==> src/rtl/gfmd_pkg.sv <==
// ----------------------------------------------------------------------------
// gfmd_pkg
// Shared constants and types for the GF(2^m) multiply/divide unit.
// ----------------------------------------------------------------------------
`default_nettype none

package gfmd_pkg;

    // Element and polynomial widths at the ports
    localparam int ELEM_W          = 16;
    localparam int POLY_W          = 17;

    // Default field size and reset polynomial x^16+x^12+x^3+x+1
    localparam int FIELD_BITS_DEF  = 16;
    localparam logic [POLY_W-1:0] POLY_RESET = 17'd69643;

    // Operation codes carried in the kind field
    localparam logic KIND_MUL = 1'b0;
    localparam logic KIND_DIV = 1'b1;

    // Entries in the output queue
    localparam int OUT_DEPTH       = 4;

    // One result transaction
    typedef struct packed {
        logic [ELEM_W-1:0] field_result;
        logic              divide_by_zero;
    } t_result;

endpackage

`default_nettype wire

==> src/rtl/gfmd_if.sv <==
// ----------------------------------------------------------------------------
// gfmd_if
// Valid/ready channels of the GF(2^m) unit: operation in, result out.
// ----------------------------------------------------------------------------
`default_nettype none


interface gfmd_res_if;
    logic                          valid;
    logic                          ready;
    logic [gfmd_pkg::ELEM_W-1:0]   field_result;
    logic                          divide_by_zero;

    modport source (output valid, output field_result, output divide_by_zero,
                    input ready);
    modport sink   (input valid, input field_result, input divide_by_zero,
                    output ready);
endinterface

`default_nettype wire

==> src/rtl/gfmd_out_fifo.sv <==
// ----------------------------------------------------------------------------
// gfmd_out_fifo
// Small result queue that decouples the lookup pipeline from the consumer.
// ----------------------------------------------------------------------------
`default_nettype none

module gfmd_out_fifo #(
    parameter int DEPTH = gfmd_pkg::OUT_DEPTH
) (
    input  wire logic              i_clk,
    input  wire logic              i_rst_n,
    input  wire logic              i_push,
    input  wire gfmd_pkg::t_result i_push_data,
    gfmd_res_if.source             o_res
);
    import gfmd_pkg::*;

    localparam int PTR_W = (DEPTH > 1) ? $clog2(DEPTH) : 1;
    localparam int CNT_W = $clog2(DEPTH + 1);

    t_result               r_mem [DEPTH];
    logic [PTR_W-1:0]      r_wr_ptr;
    logic [PTR_W-1:0]      r_rd_ptr;
    logic [CNT_W-1:0]      r_count;
    logic                  pop;
    t_result               head;

    assign pop  = o_res.valid && o_res.ready;
    assign head = r_mem[r_rd_ptr];

    assign o_res.valid          = (r_count != '0);
    assign o_res.field_result   = head.field_result;
    assign o_res.divide_by_zero = head.divide_by_zero;

    // Storage
    always_ff @(posedge i_clk) begin
        if (i_push) begin
            r_mem[r_wr_ptr] <= i_push_data;
        end
    end

    // Pointers and occupancy
    always_ff @(posedge i_clk) begin
        if (!i_rst_n) begin
            r_wr_ptr <= '0;
            r_rd_ptr <= '0;
            r_count  <= '0;
        end else begin
            if (i_push) begin
                r_wr_ptr <= (r_wr_ptr == PTR_W'(DEPTH - 1)) ? '0 : r_wr_ptr + 1'b1;
            end
            if (pop) begin
                r_rd_ptr <= (r_rd_ptr == PTR_W'(DEPTH - 1)) ? '0 : r_rd_ptr + 1'b1;
            end
            case ({i_push, pop})
                2'b10:   r_count <= r_count + 1'b1;
                2'b01:   r_count <= r_count - 1'b1;
                default: r_count <= r_count;
            endcase
        end
    end

endmodule

`default_nettype wire

==> src/flat_wrapper.sv <==
// flat-port wrapper written by rule: the top's interface ports become plain ports
module gfmd_out_fifo_flat import gfmd_pkg::*;
#(
    parameter int DEPTH = gfmd_pkg::OUT_DEPTH
)
  (i_clk, i_rst_n, i_push, i_push_data, o_res_valid, o_res_field_result, o_res_divide_by_zero, o_res_ready);
  gfmd_res_if o_res_i ();
  input  wire logic i_clk;
  input  wire logic i_rst_n;
  input  wire logic i_push;
  input  wire gfmd_pkg::t_result i_push_data;
  output wire logic [$bits(o_res_i.valid)-1:0] o_res_valid;
  output wire logic [$bits(o_res_i.field_result)-1:0] o_res_field_result;
  output wire logic [$bits(o_res_i.divide_by_zero)-1:0] o_res_divide_by_zero;
  input wire logic [$bits(o_res_i.ready)-1:0] o_res_ready;
  assign o_res_valid = o_res_i.valid;
  assign o_res_field_result = o_res_i.field_result;
  assign o_res_divide_by_zero = o_res_i.divide_by_zero;
  assign o_res_i.ready = o_res_ready;
  gfmd_out_fifo #(.DEPTH(DEPTH)) u_core (.i_clk(i_clk), .i_rst_n(i_rst_n), .i_push(i_push), .i_push_data(i_push_data), .o_res(o_res_i));
endmodule
==> config.mk <==
export PLATFORM = sky130hd
export DESIGN_NAME = gfmd_out_fifo_flat
export DESIGN_NICKNAME = d
export VERILOG_FILES = /design/src/rtl/gfmd_pkg.sv /design/src/rtl/gfmd_if.sv /design/src/rtl/gfmd_out_fifo.sv /design/src/flat_wrapper.sv
export SDC_FILE = /design/constraint.sdc
export NUM_CORES = 1
export LEC_CHECK = 0
export BUFFER_PORTS_ARGS = -buffer_cell sky130_fd_sc_hd__buf_2
export CAP_MARGIN = 20
export CORE_UTILIZATION = 51
export CTS_CLUSTER_SIZE = 10
export DETAILED_ROUTE_END_ITERATION = 8
export PLACE_DENSITY = 0.81
export RECOVER_POWER = 50
export SETUP_SLACK_MARGIN = 0.15
export SYNTH_ARGS = -nofsm -noshare
export SYNTH_HDL_FRONTEND = slang
export SYNTH_SLANG_ARGS = --single-unit
==> constraint.sdc <==
create_clock -name i_clk -period 1.8 [get_ports i_clk]
set_input_delay 0 -clock i_clk [delete_from_list [all_inputs] [get_ports i_clk]]
set_output_delay 0 -clock i_clk [all_outputs]
set_load 0.02 [all_outputs]
==> results.cfg, run 1 <==
[power]
power_density_nw_per_um2 = 1270
ir_drop_mv = 0.800
p_leak_nw = 1.31

[finish]
final_cell_mix = edfxtp_1 (68), buf_2 (20), dlygate4sd3_1 (19)
fin_util_pct = 67.8
drive_above_1_share_pct = 33.0
final-instance-count-excl-fill = 293
fillCellCount = 363
fin_area_um2 = 3760
insertedDiodeCount = 0
nNetsFinal = 244
final_common_cell = edfxtp_1
area_growth_pct = 27.0

[synth]
syn-num-nets = 168
avgSynthCellArea_um2 = 21.1
ys_types = 25
syn-instance-count = 140
yosysTopAreaCellShare_pct = 69.0
synthTopCellsByArea = edfxtp_1 (69%), mux4_2 (7.6%), mux4_1 (6.2%), dfxtp_1 (6.1%), ha_1 (2.5%)
ys_seq_area_share_pct = 75.1
ys_seq_elements = 77
yosysTopAreaCell = edfxtp_1
syn_area_um2 = 2960
yosysWarningCount = 0

[timing]
slew_violations = 0
clock.fmax_mhz = 571
tightestPinTransition_ns = 0.443
finClkSkew_ns = 0.0106
rsz0062_at_grt = yes
relSlewSlack_pct = 70.5
finalCritPeriodShare_pct = 97.3
period_needed_ns = 1.75
hold_violations = 0
setup_tns_ns = 0
setup_violations = 0
setup_slack_ns = 0.0491

[setup_path]
cp_max_fo = 2
cp-end-kind = flip-flop
cp.required_ns = 2.06
crit_path_start = u_core.r_count[1]
critPathArrivalTime_ns = 2.01
crit_type = flip-flop to flip-flop
rr_endpoint = u_core.r_count[2]
crit_path_end = u_core.r_count[2]
r2r-start = u_core.r_count[1]
startpoint_type = flip-flop
rr_worst_depth = 8
rrSetupSlack_ns = 0.05

[cts]
tritoncts = done
clkSlewWorstSetupHoldPaths_ns = 0.08
clock-sinks = 77
htree_levels = 3
clockBufferDepth = 2
numCtsBuffers = 9
clock-root-buffer = clkbuf_8
clkLatencyLatePin_ns = 0.33

[place]
gp_congestion = 0.670
place_area_um2 = 3280
dp_hpwl_um = 3250
placed_cells = 252
place_ws_ns = -0.0299
numPortBuffers = 38

[floorplan]
num_io_pins = 39
core_um2 = 5540
die_w_um = 78.2
dieArea_um2 = 6110
chipHeight_um = 78.2
rows = 27
initial_core_util_pct = 53.4

[detailed_routing]
drt-wirelength-per-cell_um = 18.2
dr.pass1.iters = 4
ant_nets = 0
wl_um = 5330
drt_first_iter_violations = 84
viasPerCell = 5.33
drt_drc_violations_left = 0
dr_total_vias = 1561

[global_routing]
track_usage_pct = 19.7
grt_max_degree = 18
grt_pass1_vias = 1740
antenna_found_initial = 0
grt_pass1_wl_um = 8530
grt_overflow = 0

[status]
status = finished clean

[flow_run]
cap_violations = 0

[hold_path]
hold_path_class = primary input to flip-flop
min_path_cells = 3
-- power breakdown --
group,internal [W],switching [W],leakage [nW],total [W]
logic,0.000625,0.000607,0.503,0.00123
registers,0.00208,0.0000844,0.701,0.00217
clock network,0.000784,0.000606,0.102,0.00139
total,0.00349,0.00130,1.31,0.00479
-- worst max-delay path: stages, from the launching register on --
cell	delay, ns
dfxtp_4	0.37
o31ai_4	0.07
inv_1	0.06
ha_2	0.18
inv_2	0.04
fa_2	0.34
xor2_2	0.15
or3_1	0.33
a21boi_1	0.12
-- sequential cells by signal (all words and copies together) (netlist names), named ones only --
| signal | flops |
|---|---|
| u_core.r_count | 3 |
| u_core.r_rd_ptr | 2 |
| u_core.r_mem | 68 |
| u_core.r_wr_ptr | 2 |
-- cells in the mapped netlist --
cell	instances
clkbuf_1	1
nor3_1	1
o31ai_1	1
nor2b_1	1
mux2i_1	1
dfxtp_1	9
xor2_1	1
xnor2_1	1
buf_2	2
buf_12	1
nand3_1	2
mux4_2	10
ha_1	6
edfxtp_1	68
fa_1	1
o21a_1	1
nand2_1	3
and2_1	6
or3_1	2
inv_1	7
buf_6	1
o21ai_0	4
mux4_1	7
nor2_1	2
a21boi_0	1
-- cells by family after synthesis --
group,share of synthesized area (%)
AOI/OAI and AO/OA,1.44
xor gates and xnor gates,0.592
adders and majority gates,3.21
buffers and inverters,2.41
DFF,75.1
muxes,14.2
and+or+nand+nor,3.05
-- per-layer routing --
metal  wire length [um]  GRT usage, %  vias to the layer above
met4                107          10.7                        0
met1               2060          21.2                      801
met3                169          3.95                       10
met5                  0             0                        -
met2               3000          36.1                       41
li1                   -             -                      709
-- metrics by stage --
stage | power, W | hold slack [ns]
2_1_floorplan | 0.00293 | 0.0989
6_report | 0.00479 | 0.0195
5_1_grt | 0.00500 | 0.0561
3_3_place_gp | 0.00315 | 0.212
4_1_cts | 0.00480 | 0.00799
3_5_place_dp | 0.00322 | 0.222
-- layout make-up --
type / instances / area [um2] / share of cell area, %
clock buffer: 9 / 124 / 3.30
multi-input combinational: 51 / 688 / 18.3
clock inverter: 7 / 100 / 2.66
sequential: 77 / 2240 / 59.5
timing repair buffer: 70 / 492 / 13.1
inverter: 7 / 26.3 / 0.699
tap: 72 / 90.1 / 2.40
-- how the worst min path moves through the flow --
| stage | from | endpoint |
|---|---|---|
| after floorplan | i_push_data[0] | u_core.r_mem[0][0] |
| after global placement | i_push_data[0] | u_core.r_mem[3][0] |
| after detailed placement | i_push_data[8] | u_core.r_mem[1][8] |
| after CTS | i_push | u_core.r_wr_ptr[1] |
| after global routing | i_push | u_core.r_wr_ptr[1] |
| final | i_push | u_core.r_wr_ptr[1] |
-- timing repair --
action	in CTS	in global routing
resized for setup	7	8
setup endpoints to repair	21	10
hold endpoints to repair	72	0
buffers inserted	5	0
hold buffers	19	0
gates cloned	1	0
pin swaps	1	1
Note: power is estimated with default switching activity, not from simulation.
==> run 2: changes to the inputs <==
--- a/config.mk
+++ b/config.mk
@@ -7,11 +7,11 @@
 export LEC_CHECK = 0
 export BUFFER_PORTS_ARGS = -buffer_cell sky130_fd_sc_hd__buf_2
 export CAP_MARGIN = 20
-export CORE_UTILIZATION = 51
+export CORE_MARGIN = 2
+export CORE_UTILIZATION = 56
 export CTS_CLUSTER_SIZE = 10
 export DETAILED_ROUTE_END_ITERATION = 8
-export PLACE_DENSITY = 0.81
-export RECOVER_POWER = 50
+export PLACE_DENSITY = 0.84
 export SETUP_SLACK_MARGIN = 0.15
 export SYNTH_ARGS = -nofsm -noshare
 export SYNTH_HDL_FRONTEND = slang
==> constraint.sdc (replaced) <==
create_clock -name i_clk -period 1.99 [get_ports i_clk]
set_input_delay 0 -clock i_clk [delete_from_list [all_inputs] [get_ports i_clk]]
set_output_delay 0 -clock i_clk [all_outputs]
set_load 0.02 [all_outputs]
==> run 2 against run 1 <==
Global-route usage is 0.55 points lower. Utilization is 2.9 points higher. Critical path depth is 5 lower. Non-clock buffer count is 8 lower. Total power is 19% lower.
==> results.cfg, run 2 (synthesis results as in run 1) <==
[floorplan]
initial_core_util_pct = 57.9
chipHeight_um = 76.7
num_io_pins = 39
die_w_um = 76.7
core_um2 = 5110
rows = 26
dieArea_um2 = 5880

[finish]
fillCellCount = 328
layout.area.seq_um2 = 2230
final_cell_mix = edfxtp_1 (68), buf_2 (38), dlygate4sd3_1 (18)
nNetsFinal = 236
fin_area_um2 = 3610
insertedDiodeCount = 0
area_growth_pct = 22.1
top_register = u_core.r_mem
fin_util_pct = 70.7
drive_above_1_share_pct = 33.8
reg_top3 = u_core.r_mem: 68 flops, u_core.r_count: 3 flops
largest_register_ffs = 68
final_common_cell = edfxtp_1
multiInputGateArea_um2 = 693

[detailed_routing]
viasPerCell = 5.43
drt_first_iter_violations = 138
drt-wirelength-per-cell_um = 17.8
drt_drc_violations_left = 0
wl_um = 5030
ant_nets = 0
dr_total_vias = 1536
dr.pass1.iters = 4

[timing]
finClkSkew_ns = 0.00954
hold_violations = 0
tightestPinTransition_ns = 0.892
relSlewSlack_pct = 40.5
setup_tns_ns = 0
clock.fmax_mhz = 566
finalCritPeriodShare_pct = 88.8
period_needed_ns = 1.77
timing.hold.ws_ns = 0.0342
setup_violations = 0
slew_violations = 0
rsz0062_at_grt = no

[cts]
clock-sinks = 77
tritoncts = done
clockBufferDepth = 2
clock-root-buffer = clkbuf_8
clkLatencyLatePin_ns = 0.34
htree_levels = 3
numCtsBuffers = 9
clkSlewWorstSetupHoldPaths_ns = 0.07

[global_routing]
antenna_found_initial = 0
grt_overflow = 0
grt_pass1_vias = 1638
track_usage_pct = 19.2
grt_max_degree = 18
grt_pass1_wl_um = 8150

[place]
gp_congestion = 0.748
numPortBuffers = 38
place_area_um2 = 3230
dp_hpwl_um = 3070

[setup_path]
cp-end-kind = primary output
crit_type = flip-flop to primary output
crit_family = multiplexers
rr_endpoint = u_core.r_count[2]
timing.critical_path.buf_inv = 2
r2r-start = u_core.r_count[2]
rr_worst_depth = 8
cp.required_ns = 1.99
critPathArrivalTime_ns = 1.77
slowest_delay_ns = 0.63
startpoint_type = flip-flop
cp_slowest_cell = mux4_1
cp_max_fo = 17
crit_chain = buf_4 -> mux4_1 -> buf_2
rrSetupSlack_ns = 0.23

[hold_path]
min_path_cells = 3
worstHoldStart = i_push
hold_path_class = primary input to flip-flop
hold_end = u_core.r_wr_ptr[0]

[power]
power_density_nw_per_um2 = 1070
ir_drop_mv = 0.745
p_leak_nw = 1.29

[flow_run]
cap_violations = 0

[status]
status = finished clean
[run 2: metal layers]
metal	part of all wire [%]	GRT usage [%]	vias to the layer above	wire length (um)
met3	4.5	4.47	15	225
met5	0	0	-	0
met2	52	31.9	45	2620
met1	41	22.6	776	2040
met4	2.9	12.0	0	147
li1	-	-	700	-
[run 2: how the worst max path moves through the flow]
| stage | end | slack (ns) | start | cells after the start |
|---|---|---|---|---|
| 2_1_floorplan | u_core.r_count[2] | 0.20 | u_core.r_count[0] | 8 |
| 3_3_place_gp | u_core.r_count[2] | 0.24 | u_core.r_count[0] | 8 |
| 3_5_place_dp | u_core.r_count[2] | 0.08 | u_core.r_count[0] | 8 |
| 4_1_cts | u_core.r_count[2] | 0.16 | u_core.r_count[2] | 8 |
| 5_1_grt | o_res_field_result[11] | 0.15 | flip-flop | 3 |
| 6_report | o_res_field_result[11] | 0.22 | flip-flop | 3 |
[run 2: tightest hold or removal path, cell delays in order]
cell,delay [ns]
buf_2,0.14
nor2_1,0.09
o21a_1,0.11
[run 2: cell type report]
class / count / area share [%]
Sequential cell: 77 / 61.6
Multi-Input combinational cell: 51 / 19.2
Timing Repair Buffer: 62 / 11.5
Clock buffer: 14 / 4.23
Tap cell: 70 / 2.43
Inverter: 7 / 0.728
Clock inverter: 2 / 0.277
[run 2: where the power goes]
part | switching, W | internal [W]
clock network | 0.000489 | 0.000485
registers | 0.0000566 | 0.00187
logic | 0.000517 | 0.000459
total | 0.00106 | 0.00282
[run 2: repair_timing]
item / CTS / global route
endpoints found under the hold margin: 73 / 0
setup buffers: 1 / 0
hold buffers: 18 / 0
resized for setup: 6 / 3
setup endpoints to repair: 1 / 1
[run 2: stage by stage]
step | cells | worst slack, ns | power, W
after detailed placement | 248 | 0.0752 | 0.00285
after global routing | 283 | 0.155 | 0.00405
after CTS | 283 | 0.165 | 0.00388
after floorplan | 140 | 0.198 | 0.00262
final | 283 | 0.223 | 0.00388
after global placement | 248 | 0.238 | 0.00279
